## src/rtl/tom_pkg.sv

```systemverilog
// ----------------------------------------------------------------------------
// tom_pkg
// Shared widths, reset values and codes for the tile occupancy map.
// ----------------------------------------------------------------------------
package tom_pkg;

  localparam int COORD_W   = 16;
  localparam int TS_W      = 9;
  localparam int VP_W      = 13;
  localparam int DVD_W     = 14;
  localparam int CFG_IDX_W = 2;
  localparam int MODE_W    = 2;
  localparam int NUM_DIV   = 4;

  localparam int MAX_TILES_X_DEF = 64;
  localparam int MAX_TILES_Y_DEF = 64;

  localparam logic [TS_W-1:0] TS_RESET = 9'd16;
  localparam logic [VP_W-1:0] VP_RESET = 13'd1024;

  typedef enum logic [MODE_W-1:0] {
    MODE_CLEAR = 2'd0,
    MODE_MARK  = 2'd1,
    MODE_QUERY = 2'd2
  } mode_t;

  typedef enum logic [CFG_IDX_W-1:0] {
    REG_TILE_EDGE = 2'd0,
    REG_VP_WIDTH  = 2'd1,
    REG_VP_HEIGHT = 2'd2
  } cfg_reg_t;

  typedef enum logic [2:0] {
    ST_IDLE,
    ST_PREP,
    ST_DIV,
    ST_ROWS,
    ST_DRAIN,
    ST_DONE
  } state_t;

endpackage

```

## src/rtl/tom_div.sv

```systemverilog
// ----------------------------------------------------------------------------
// tom_div
// Restoring unsigned divider, one quotient bit per cycle.
// ----------------------------------------------------------------------------
module tom_div #(
  parameter int NW = tom_pkg::DVD_W,
  parameter int DW = tom_pkg::TS_W
) (
  input  logic          clk,
  input  logic          rst,
  input  logic          start,
  input  logic [NW-1:0] dividend,
  input  logic [DW-1:0] divisor,
  output logic          done,
  output logic [NW-1:0] quotient
);

  localparam int CW = $clog2(NW + 1);

  logic [CW-1:0] cnt;
  logic [NW-1:0] work;
  logic [DW-1:0] rem;
  logic [DW-1:0] dsr;
  logic [DW:0]   shifted;
  logic [DW:0]   trial;
  logic          fits;

  always_comb begin
    shifted = {rem, work[NW-1]};
    fits    = shifted >= {1'b0, dsr};
    trial   = shifted - {1'b0, dsr};
  end

  always_ff @(posedge clk) begin
    if (rst) begin
      cnt  <= '0;
      done <= 1'b0;
    end else begin
      done <= (cnt == CW'(1));
      if (start) begin
        cnt <= CW'(NW);
      end else if (cnt != '0) begin
        cnt <= cnt - CW'(1);
      end
    end
  end

  // The dividend shifts out at the top while quotient bits shift in below.
  always_ff @(posedge clk) begin
    if (start) begin
      work <= dividend;
      rem  <= '0;
      dsr  <= divisor;
    end else if (cnt != '0) begin
      work <= {work[NW-2:0], fits};
      rem  <= fits ? trial[DW-1:0] : shifted[DW-1:0];
    end
  end

  assign quotient = work;

endmodule

```

## src/rtl/tile_occupancy_map.sv

```systemverilog
// ----------------------------------------------------------------------------
// tile_occupancy_map
// A clear runs the tile-size divider; a mark or query also sweeps each
// covered tile row; rejected, empty or unknown items skip both.
// One item is in work at a time; the tile-size divider and the
// one-row-per-cycle read-modify-write of the row memory set the rate.
// Reset empties the map (row valid bits cleared), marks it invalid and loads
// tile size 16 and a 1024 x 1024 viewport.
// ----------------------------------------------------------------------------
module tile_occupancy_map #(
  parameter int MAX_TILES_X = tom_pkg::MAX_TILES_X_DEF,
  parameter int MAX_TILES_Y = tom_pkg::MAX_TILES_Y_DEF
) (
  input  logic                           clk,
  input  logic                           rst,
  input  logic                           s_tvalid,
  output logic                           s_tready,
  // x_start, y_start, x_end, y_end (16 bits each, from the lowest bit up)
  input  logic [4*tom_pkg::COORD_W-1:0]  s_tdata,
  // mode
  input  logic [tom_pkg::MODE_W-1:0]     s_tuser,
  output logic                           m_tvalid,
  input  logic                           m_tready,
  // region_occupied, then zero fill
  output logic [7:0]                     m_tdata,
  input  logic                           cfg_wr_en,
  input  logic [tom_pkg::CFG_IDX_W-1:0]  cfg_index,
  input  logic [tom_pkg::VP_W-1:0]       cfg_data
);

  localparam int CW  = tom_pkg::COORD_W;
  localparam int SW  = CW + 1;
  localparam int DV  = tom_pkg::DVD_W;
  localparam int ND  = tom_pkg::NUM_DIV;
  localparam int XAW = (MAX_TILES_X > 1) ? $clog2(MAX_TILES_X) : 1;
  localparam int YAW = (MAX_TILES_Y > 1) ? $clog2(MAX_TILES_Y) : 1;
  localparam int XCW = $clog2(MAX_TILES_X + 1);
  localparam int YCW = $clog2(MAX_TILES_Y + 1);
  localparam logic signed [SW-1:0] ONE_S = SW'(1);

  // Configuration registers
  logic [tom_pkg::TS_W-1:0] tile_edge;
  logic [tom_pkg::VP_W-1:0] vp_width;
  logic [tom_pkg::VP_W-1:0] vp_height;

  always_ff @(posedge clk) begin
    if (rst) begin
      tile_edge <= tom_pkg::TS_RESET;
      vp_width  <= tom_pkg::VP_RESET;
      vp_height <= tom_pkg::VP_RESET;
    end else if (cfg_wr_en) begin
      case (cfg_index)
        tom_pkg::REG_TILE_EDGE: tile_edge <= cfg_data[tom_pkg::TS_W-1:0];
        tom_pkg::REG_VP_WIDTH:  vp_width  <= cfg_data;
        tom_pkg::REG_VP_HEIGHT: vp_height <= cfg_data;
        default: ;
      endcase
    end
  end

  tom_pkg::state_t state, state_next;

  logic [tom_pkg::MODE_W-1:0] mode_r;
  logic signed [CW-1:0]       xs_r, ys_r, xe_r, ye_r;

  logic           map_valid;
  logic [XCW-1:0] tiles_across;
  logic [YCW-1:0] tiles_down;

  logic [MAX_TILES_X-1:0] tile_mem [MAX_TILES_Y];
  logic [MAX_TILES_Y-1:0] row_vld;
  logic [MAX_TILES_X-1:0] mem_q;
  logic [YAW-1:0]         rd_addr;
  logic                   rd_ok;
  logic                   rd_v;
  logic [MAX_TILES_X-1:0] row_data;
  logic [MAX_TILES_X-1:0] mask;
  logic                   wr_en;

  logic [XAW-1:0] tx_lo, tx_hi;
  logic [YAW-1:0] ty_cur, ty_last;
  logic           hit;

  logic             div_start;
  logic [DV-1:0]    dvd [ND];
  logic [DV-1:0]    quo [ND];
  logic [ND-1:0]    div_done;
  logic             div_all_done;

  logic signed [SW-1:0] xs_e, ys_e, xe_e, ye_e, vw_e, vh_e;
  logic signed [SW-1:0] xs_c, ys_c, xe_c, ye_c, x_last, y_last;
  logic [DV-1:0]        w_round, h_round;
  logic                 grid_ok, cfg_zero, mark_reject, query_empty;
  logic                 is_clear, is_mark, is_query;
  logic                 load_out;

  logic [DV-1:0]  ta_m1, td_m1;
  logic [XAW-1:0] tx0, tx1;
  logic [YAW-1:0] ty0, ty1;

  assign is_clear = (mode_r == tom_pkg::MODE_CLEAR);
  assign is_mark  = (mode_r == tom_pkg::MODE_MARK);
  assign is_query = (mode_r == tom_pkg::MODE_QUERY);

  // Clamp the rectangle to the viewport. An inverted mark still covers the
  // pixel at its clamped start, so its last pixel never goes below the start.
  always_comb begin
    xs_e = SW'(xs_r);
    ys_e = SW'(ys_r);
    xe_e = SW'(xe_r);
    ye_e = SW'(ye_r);
    vw_e = signed'(SW'(vp_width));
    vh_e = signed'(SW'(vp_height));
    xs_c = (xs_e < 0) ? '0 : xs_e;
    ys_c = (ys_e < 0) ? '0 : ys_e;
    xe_c = (xe_e > vw_e) ? vw_e : xe_e;
    ye_c = (ye_e > vh_e) ? vh_e : ye_e;
    x_last = (xe_c <= xs_c) ? xs_c : xe_c - ONE_S;
    y_last = (ye_c <= ys_c) ? ys_c : ye_c - ONE_S;
    query_empty = (xs_c >= xe_c) || (ys_c >= ye_c);
    mark_reject = (xe_e <= 0) || (ye_e <= 0) || (xs_e >= vw_e) || (ys_e >= vh_e);
    cfg_zero = (tile_edge == '0) || (vp_width == '0) || (vp_height == '0);
    grid_ok  = map_valid && (tile_edge != '0) && (tiles_across != '0) &&
               (tiles_down != '0);
    w_round = DV'(vp_width) + DV'(tile_edge) - DV'(1);
    h_round = DV'(vp_height) + DV'(tile_edge) - DV'(1);
  end

  always_comb begin
    dvd[0] = is_clear ? w_round : DV'(xs_c[tom_pkg::VP_W-1:0]);
    dvd[1] = DV'(x_last[tom_pkg::VP_W-1:0]);
    dvd[2] = is_clear ? h_round : DV'(ys_c[tom_pkg::VP_W-1:0]);
    dvd[3] = DV'(y_last[tom_pkg::VP_W-1:0]);
  end

  for (genvar g = 0; g < ND; g++) begin : g_div
    tom_div #(
      .NW(DV),
      .DW(tom_pkg::TS_W)
    ) u_div (
      .clk      (clk),
      .rst      (rst),
      .start    (div_start),
      .dividend (dvd[g]),
      .divisor  (tile_edge),
      .done     (div_done[g]),
      .quotient (quo[g])
    );
  end

  assign div_all_done = &div_done;

  // Pixel quotients become tile indices, saturated at the last tile.
  always_comb begin
    ta_m1 = DV'(tiles_across) - DV'(1);
    td_m1 = DV'(tiles_down) - DV'(1);
    tx0 = (quo[0] > ta_m1) ? ta_m1[XAW-1:0] : quo[0][XAW-1:0];
    tx1 = (quo[1] > ta_m1) ? ta_m1[XAW-1:0] : quo[1][XAW-1:0];
    ty0 = (quo[2] > td_m1) ? td_m1[YAW-1:0] : quo[2][YAW-1:0];
    ty1 = (quo[3] > td_m1) ? td_m1[YAW-1:0] : quo[3][YAW-1:0];
  end

  always_comb begin
    for (int i = 0; i < MAX_TILES_X; i++) begin
      mask[i] = (XAW'(i) >= tx_lo) && (XAW'(i) <= tx_hi);
    end
  end

  assign load_out = (state == tom_pkg::ST_DONE) && (!m_tvalid || m_tready);
  assign s_tready = (state == tom_pkg::ST_IDLE);
  assign row_data = rd_ok ? mem_q : '0;
  assign wr_en    = rd_v && is_mark;

  always_comb begin
    state_next = state;
    div_start  = 1'b0;
    case (state)
      tom_pkg::ST_IDLE: begin
        if (s_tvalid) state_next = tom_pkg::ST_PREP;
      end
      tom_pkg::ST_PREP: begin
        state_next = tom_pkg::ST_DONE;
        case (mode_r)
          tom_pkg::MODE_CLEAR: begin
            if (!cfg_zero) begin
              div_start  = 1'b1;
              state_next = tom_pkg::ST_DIV;
            end
          end
          tom_pkg::MODE_MARK: begin
            if (grid_ok && !cfg_zero && !mark_reject) begin
              div_start  = 1'b1;
              state_next = tom_pkg::ST_DIV;
            end
          end
          tom_pkg::MODE_QUERY: begin
            if (grid_ok && !query_empty) begin
              div_start  = 1'b1;
              state_next = tom_pkg::ST_DIV;
            end
          end
          default: ;
        endcase
      end
      tom_pkg::ST_DIV: begin
        if (div_all_done) begin
          state_next = is_clear ? tom_pkg::ST_DONE : tom_pkg::ST_ROWS;
        end
      end
      tom_pkg::ST_ROWS: begin
        if (ty_cur == ty_last) state_next = tom_pkg::ST_DRAIN;
      end
      tom_pkg::ST_DRAIN: state_next = tom_pkg::ST_DONE;
      tom_pkg::ST_DONE: begin
        if (load_out) state_next = tom_pkg::ST_IDLE;
      end
      default: state_next = tom_pkg::ST_IDLE;
    endcase
  end

  always_ff @(posedge clk) begin
    if (rst) begin
      state <= tom_pkg::ST_IDLE;
    end else begin
      state <= state_next;
    end
  end

  always_ff @(posedge clk) begin
    if (s_tvalid && s_tready) begin
      mode_r <= s_tuser;
      xs_r   <= signed'(s_tdata[CW-1:0]);
      ys_r   <= signed'(s_tdata[2*CW-1:CW]);
      xe_r   <= signed'(s_tdata[3*CW-1:2*CW]);
      ye_r   <= signed'(s_tdata[4*CW-1:3*CW]);
    end
  end

  // Map state: grid, valid flag and one valid bit per row. A row whose bit
  // is clear reads as all zeros, so a clear only drops the valid bits.
  always_ff @(posedge clk) begin
    if (rst) begin
      map_valid    <= 1'b0;
      tiles_across <= '0;
      tiles_down   <= '0;
      row_vld      <= '0;
      rd_v         <= 1'b0;
    end else begin
      rd_v <= (state == tom_pkg::ST_ROWS);
      if (state == tom_pkg::ST_PREP && is_clear) begin
        row_vld <= '0;
        if (cfg_zero) begin
          map_valid    <= 1'b0;
          tiles_across <= '0;
          tiles_down   <= '0;
        end
      end else if (wr_en) begin
        row_vld[rd_addr] <= 1'b1;
      end
      if (state == tom_pkg::ST_DIV && div_all_done && is_clear) begin
        map_valid    <= 1'b1;
        tiles_across <= (quo[0] >= DV'(MAX_TILES_X)) ? XCW'(MAX_TILES_X)
                                                     : quo[0][XCW-1:0];
        tiles_down   <= (quo[2] >= DV'(MAX_TILES_Y)) ? YCW'(MAX_TILES_Y)
                                                     : quo[2][YCW-1:0];
      end
    end
  end

  // Row sweep and query accumulation.
  always_ff @(posedge clk) begin
    if (state == tom_pkg::ST_PREP) begin
      hit <= is_query && !grid_ok;
    end else if (rd_v && is_query) begin
      hit <= hit | (|(row_data & mask));
    end
    if (state == tom_pkg::ST_DIV && div_all_done) begin
      tx_lo   <= tx0;
      tx_hi   <= tx1;
      ty_cur  <= ty0;
      ty_last <= ty1;
    end else if (state == tom_pkg::ST_ROWS && ty_cur != ty_last) begin
      ty_cur <= ty_cur + YAW'(1);
    end
  end

  // Row memory: one read and one write port. Reads walk the rows in order,
  // so the write-back, in the cycle after the read, never hits the row being read.
  always_ff @(posedge clk) begin
    if (state == tom_pkg::ST_ROWS) begin
      mem_q   <= tile_mem[ty_cur];
      rd_ok   <= row_vld[ty_cur];
      rd_addr <= ty_cur;
    end
  end

  always_ff @(posedge clk) begin
    if (wr_en) begin
      tile_mem[rd_addr] <= row_data | mask;
    end
  end

  always_ff @(posedge clk) begin
    if (rst) begin
      m_tvalid <= 1'b0;
    end else if (load_out) begin
      m_tvalid <= 1'b1;
    end else if (m_tready) begin
      m_tvalid <= 1'b0;
    end
  end

  always_ff @(posedge clk) begin
    if (load_out) begin
      m_tdata <= {7'b0, hit};
    end
  end

endmodule

```

## config.mk

```make
export PLATFORM = sky130hd
export DESIGN_NAME = tile_occupancy_map
export DESIGN_NICKNAME = d
export VERILOG_FILES = /design/src/rtl/tom_pkg.sv /design/src/rtl/tom_div.sv /design/src/rtl/tile_occupancy_map.sv
export SDC_FILE = /design/constraint.sdc
export NUM_CORES = 2
export LEC_CHECK = 0
export BUFFER_PORTS_ARGS = -buffer_cell sky130_fd_sc_hd__buf_2
export CAP_MARGIN = 15
export CORE_UTILIZATION = 50
export CTS_CLUSTER_DIAMETER = 120
export DETAILED_ROUTE_END_ITERATION = 8
export PLACE_DENSITY_LB_ADDON = 0.15
export SLEW_MARGIN = 20
export SYNTH_ARGS = -nofsm -noshare
export SYNTH_HDL_FRONTEND = slang
export SYNTH_HIERARCHICAL = 1
export SYNTH_SLANG_ARGS = --single-unit
```

## constraint.sdc

```tcl
create_clock -name clk -period 12.4 [get_ports clk]
set_input_delay 0.62 -clock clk [delete_from_list [all_inputs] [get_ports clk]]
set_output_delay 0.62 -clock clk [all_outputs]
set_load 0.03 [all_outputs]
```

==> out/summary.md <==
The routed design could run at a clock period as short as 7.53 ns. In this run the critical register-to-register path is launched from vp_width[6]. The floorplan step set the die width to 604 um. The most critical setup path has its startpoint at vp_width[6]. The final-stage net count is 9246, and the vias after detailed routing is 92323. The run gives 4526 as the CTS sink count. The logs give 65.5 nW for the leakage power and 364000 um2 for the full die area. For the final database, setup skew stands at 0.0570 ns.

For this run, the total global-route usage over all layers was measured as 28.1%. The portion of the post-synthesis area used by sequential elements was 74.1%; the worst voltage drop across the vdd grid was 121 uV. Summing every instance area after synthesis gives 181000 um2. 96 I/O pins were placed. The area growth from synthesis to layout is 13.0%. The tools report the violation count after the first detailed-route iteration as 12096.

Initial standard-cell utilization of the core: 50.3%. The clock transition at the registers of the reported paths came out at 0.06 ns. The tools report the master cell of the clock root buffer as sky130_fd_sc_hd__clkbuf_16. Upper clock frequency limit: 133 MHz. The first global-routing pass estimated 717000 um of wire.

The top cell type by area accounts for 72.2% of the synthesized area. Setup violations remaining at the end of the flow were counted as 0. TritonCTS built the clock tree. Library cell with the highest instance count after synthesis: sky130_fd_sc_hd__edfxtp_1. The tools report the weighted congestion reported at the end of routability-driven placement as 0.885.

The final cycle utilization of the critical path is 60.7%. The chip height was 604 um. Entering global routing, the biggest net connects 142 pins. The total routed wirelength came out at 514000 um. The logs give 8 for the initial antenna violation count and 91756 for the number of global-route vias before repair. Endpoint kind of the worst setup timing path: a register. The critical path is of the reg -> reg type. For this run, design rule violations remaining after detail routing come to 0. The post-detailed-placement cell area came out at 189000 um2. Critical hold path startpoint: cfg_data[10].

Yosys mapped a number of flops with a built-in enable equal to 4351. Of all nets on the critical path, the largest fanout is 62. The total power density per cell area was 166 nW/um2. Once the clock tree was built, the setup fixing pass inserted 0 buffers. In the final timing run, aggregate negative setup slack is 0 ns. Power comes to 34.0 mW.

The run gives 13.01 ns as the required arrival time at the worst endpoint. The mean area per synthesized cell is 21.4 um2, and the per-cell routed wire length is 36.5 um. By area the synthesized netlist is led by sky130_fd_sc_hd__edfxtp_1 (72%), sky130_fd_sc_hd__mux4_2 (17%), sky130_fd_sc_hd__dfxtp_1 (1.9%). The placement row count was 220.

The flop and latch count out of synthesis was 4526; the detailed-routing iteration count for the pre-antenna-repair pass was 6. Setup repair after global routing left no endpoint under its margin. Clock tree synthesis inserted a total of 456 buffers. In the synthesized netlist the dominant register cell turns out to be sky130_fd_sc_hd__edfxtp_1.

The logs give 4 for the maximum buffer depth of the clock tree and 0 for the residual antenna-violating net count after detailed routing. The detailed placement HPWL was 281000 um; the final non-filler cell total was 14089. In the synthesized netlist, the number of instances is 8443. For the number of H-tree levels, the log shows 5.

The remaining global-route overflow came out at 0. The worst slew margin relative to its limit is 18.5%, and the data arrival at the endpoint of the critical path is 8.14 ns. Library cell occupying the most area in the post-synthesis netlist: sky130_fd_sc_hd__edfxtp_1. The region available for standard cell placement spans 360000 um2. For the pin with the worst max-slew slack, the measured transition is 1.22 ns. The tools report the cell area after layout as 205000 um2.

The Yosys step of the flow raised 6 warnings. Max-cap violations in this run came to 0. The run finished with clean final reports.

The number of placed cells counting well taps was 13166. For this run, asynchronously set or reset flops after synthesis account for 0%. The tools report the number of pins exceeding their max-slew limit in the final report as 0.

The commonest cells after synthesis are sky130_fd_sc_hd__edfxtp_1 (4351), sky130_fd_sc_hd__mux4_2 (1365), sky130_fd_sc_hd__clkbuf_1 (292). The tightest min-delay check is of the in -> reg type. The count of buffers added on input and output ports is 88. The later pin in the worst-skew pair is clocked with a latency of 1.02 ns. Final number of hold-violating endpoints: 0.

The run gives 85 as the number of distinct library cells after synthesis. The critical path startpoint category was a register. The via count normalized by instance count works out to 6.55.

Fraction of layout instances using a drive strength above 1: 27.2%.
[registers in the layout, indices dropped and copies added, names as in the netlist, 36 cells and up]
name / flops
g_div.u_div/dsr: 36
g_div.u_div/quotient: 56
g_div.u_div/rem: 36
tile_mem: 4096
mem_q: 64
row_vld: 64
[stage by stage]
step	util, %	hold slack (ns)	setup WS (ns)
after global placement	52.4	0.441	4.85
after CTS	56.8	0.00878	4.86
after global routing	56.8	0.0279	4.29
after detailed placement	52.5	0.448	4.92
after floorplan	-	0.424	6.40
final	56.8	0.0501	4.87
[cell type report]
cell class                 instances  area, um2
tap                             4773       5970
clock inverter                   279       2700
fill                           26213     155000
clock buffer                     563      12100
timing repair buffer             438       3660
multi-input combinational       3309      45100
inverter                         200        751
sequential                      4526     134000
antenna                            1       2.50
[cells by family (layout without fill, tap and decap cells)]
| kind of cell | after synthesis | after routing | share of synthesized area, % |
|---|---|---|---|
| flip-flops | 4526 | 4526 | 74.1 |
| buffers and inverters | 616 | 1480 | 1.35 |
| AND/OR/NAND/NOR | 804 | 804 | 2.19 |
| adder cells (fa/ha/maj) | 229 | 229 | 1.61 |
| other | 1 | 10 | 0.00207 |
| AO/OA/AOI/OAI | 706 | 706 | 2.62 |
| XOR/XNOR | 71 | 71 | 0.344 |
| multiplexers | 1490 | 1490 | 17.7 |
[repair_timing]
action	CTS	global route
hold buffers	78	0
gates resized for setup	0	0
endpoints found under the hold margin	97	0
[where the power goes]
group          internal [mW]  switching, mW
clock network           7.93           5.82
registers               17.1          0.301
logic                   1.14           1.70
[critical path: stages, from the launching register on]
cell,delay [ns]
sky130_fd_sc_hd__dfxtp_1,0.40
sky130_fd_sc_hd__inv_1,0.12
sky130_fd_sc_hd__ha_1,0.31
sky130_fd_sc_hd__and4_1,0.25
sky130_fd_sc_hd__o2111ai_1,0.17
sky130_fd_sc_hd__a311oi_1,0.25
sky130_fd_sc_hd__o21a_1,0.55
sky130_fd_sc_hd__buf_4,0.35
sky130_fd_sc_hd__mux2i_1,0.47
sky130_fd_sc_hd__ha_1,0.33
sky130_fd_sc_hd__a211oi_1,0.24
sky130_fd_sc_hd__nor2_1,0.10
sky130_fd_sc_hd__a211o_1,0.28
sky130_fd_sc_hd__a211oi_1,0.25
sky130_fd_sc_hd__o221ai_1,0.19
sky130_fd_sc_hd__a211oi_1,0.39
sky130_fd_sc_hd__a31o_2,0.27
sky130_fd_sc_hd__and2_4,0.74
sky130_fd_sc_hd__buf_4,0.69
sky130_fd_sc_hd__inv_2,0.22
sky130_fd_sc_hd__nand2_1,0.51
[path summary, 6_finish.rpt]
check                                              endpoint  slack, ns  cells after the start
worst max-delay path            g_div[3].u_div/quotient[10]       4.87                     20
worst min-delay path                           vp_width[10]       0.05                      2
worst max register to register  g_div[3].u_div/quotient[10]       4.87                     20
worst min register to register                    map_valid       0.46                      2
[cell usage in the layout (no fill, tap or decap), types with 29 or more instances in the layout]
cell type,synthesis,layout
sky130_fd_sc_hd__nor2_4,0,65
sky130_fd_sc_hd__o21a_1,75,75
sky130_fd_sc_hd__nand2_1,253,251
sky130_fd_sc_hd__mux4_2,1365,1365
sky130_fd_sc_hd__a21o_1,60,59
sky130_fd_sc_hd__mux2i_1,45,45
sky130_fd_sc_hd__clkbuf_16,0,466
sky130_fd_sc_hd__o21ai_0,144,129
sky130_fd_sc_hd__mux2_1,52,52
sky130_fd_sc_hd__buf_2,38,88
sky130_fd_sc_hd__clkinv_1,1,113
sky130_fd_sc_hd__nor2_1,201,136
sky130_fd_sc_hd__nor2b_1,51,51
sky130_fd_sc_hd__nand3_1,57,57
sky130_fd_sc_hd__dlygate4sd3_1,0,78
sky130_fd_sc_hd__buf_4,8,243
sky130_fd_sc_hd__a31oi_1,29,29
sky130_fd_sc_hd__a21oi_1,167,166
sky130_fd_sc_hd__bufinv_16,0,49
sky130_fd_sc_hd__clkinv_2,0,84
sky130_fd_sc_hd__ha_1,223,223
sky130_fd_sc_hd__nor3_1,48,48
sky130_fd_sc_hd__o211ai_1,39,39
sky130_fd_sc_hd__clkbuf_1,292,87
sky130_fd_sc_hd__edfxtp_1,4351,4351
sky130_fd_sc_hd__inv_1,195,195
sky130_fd_sc_hd__xor2_1,38,38
sky130_fd_sc_hd__dfxtp_1,175,175
sky130_fd_sc_hd__xnor2_1,33,33
[per-layer routing]
layer | track usage, % | routed length [um]
met1 | 39.4 | 203000
met2 | 45.9 | 251000
met3 | 4.22 | 41800
met4 | 9.07 | 18400
met5 | 0 | 12
(Power assumes the default switching activity.)
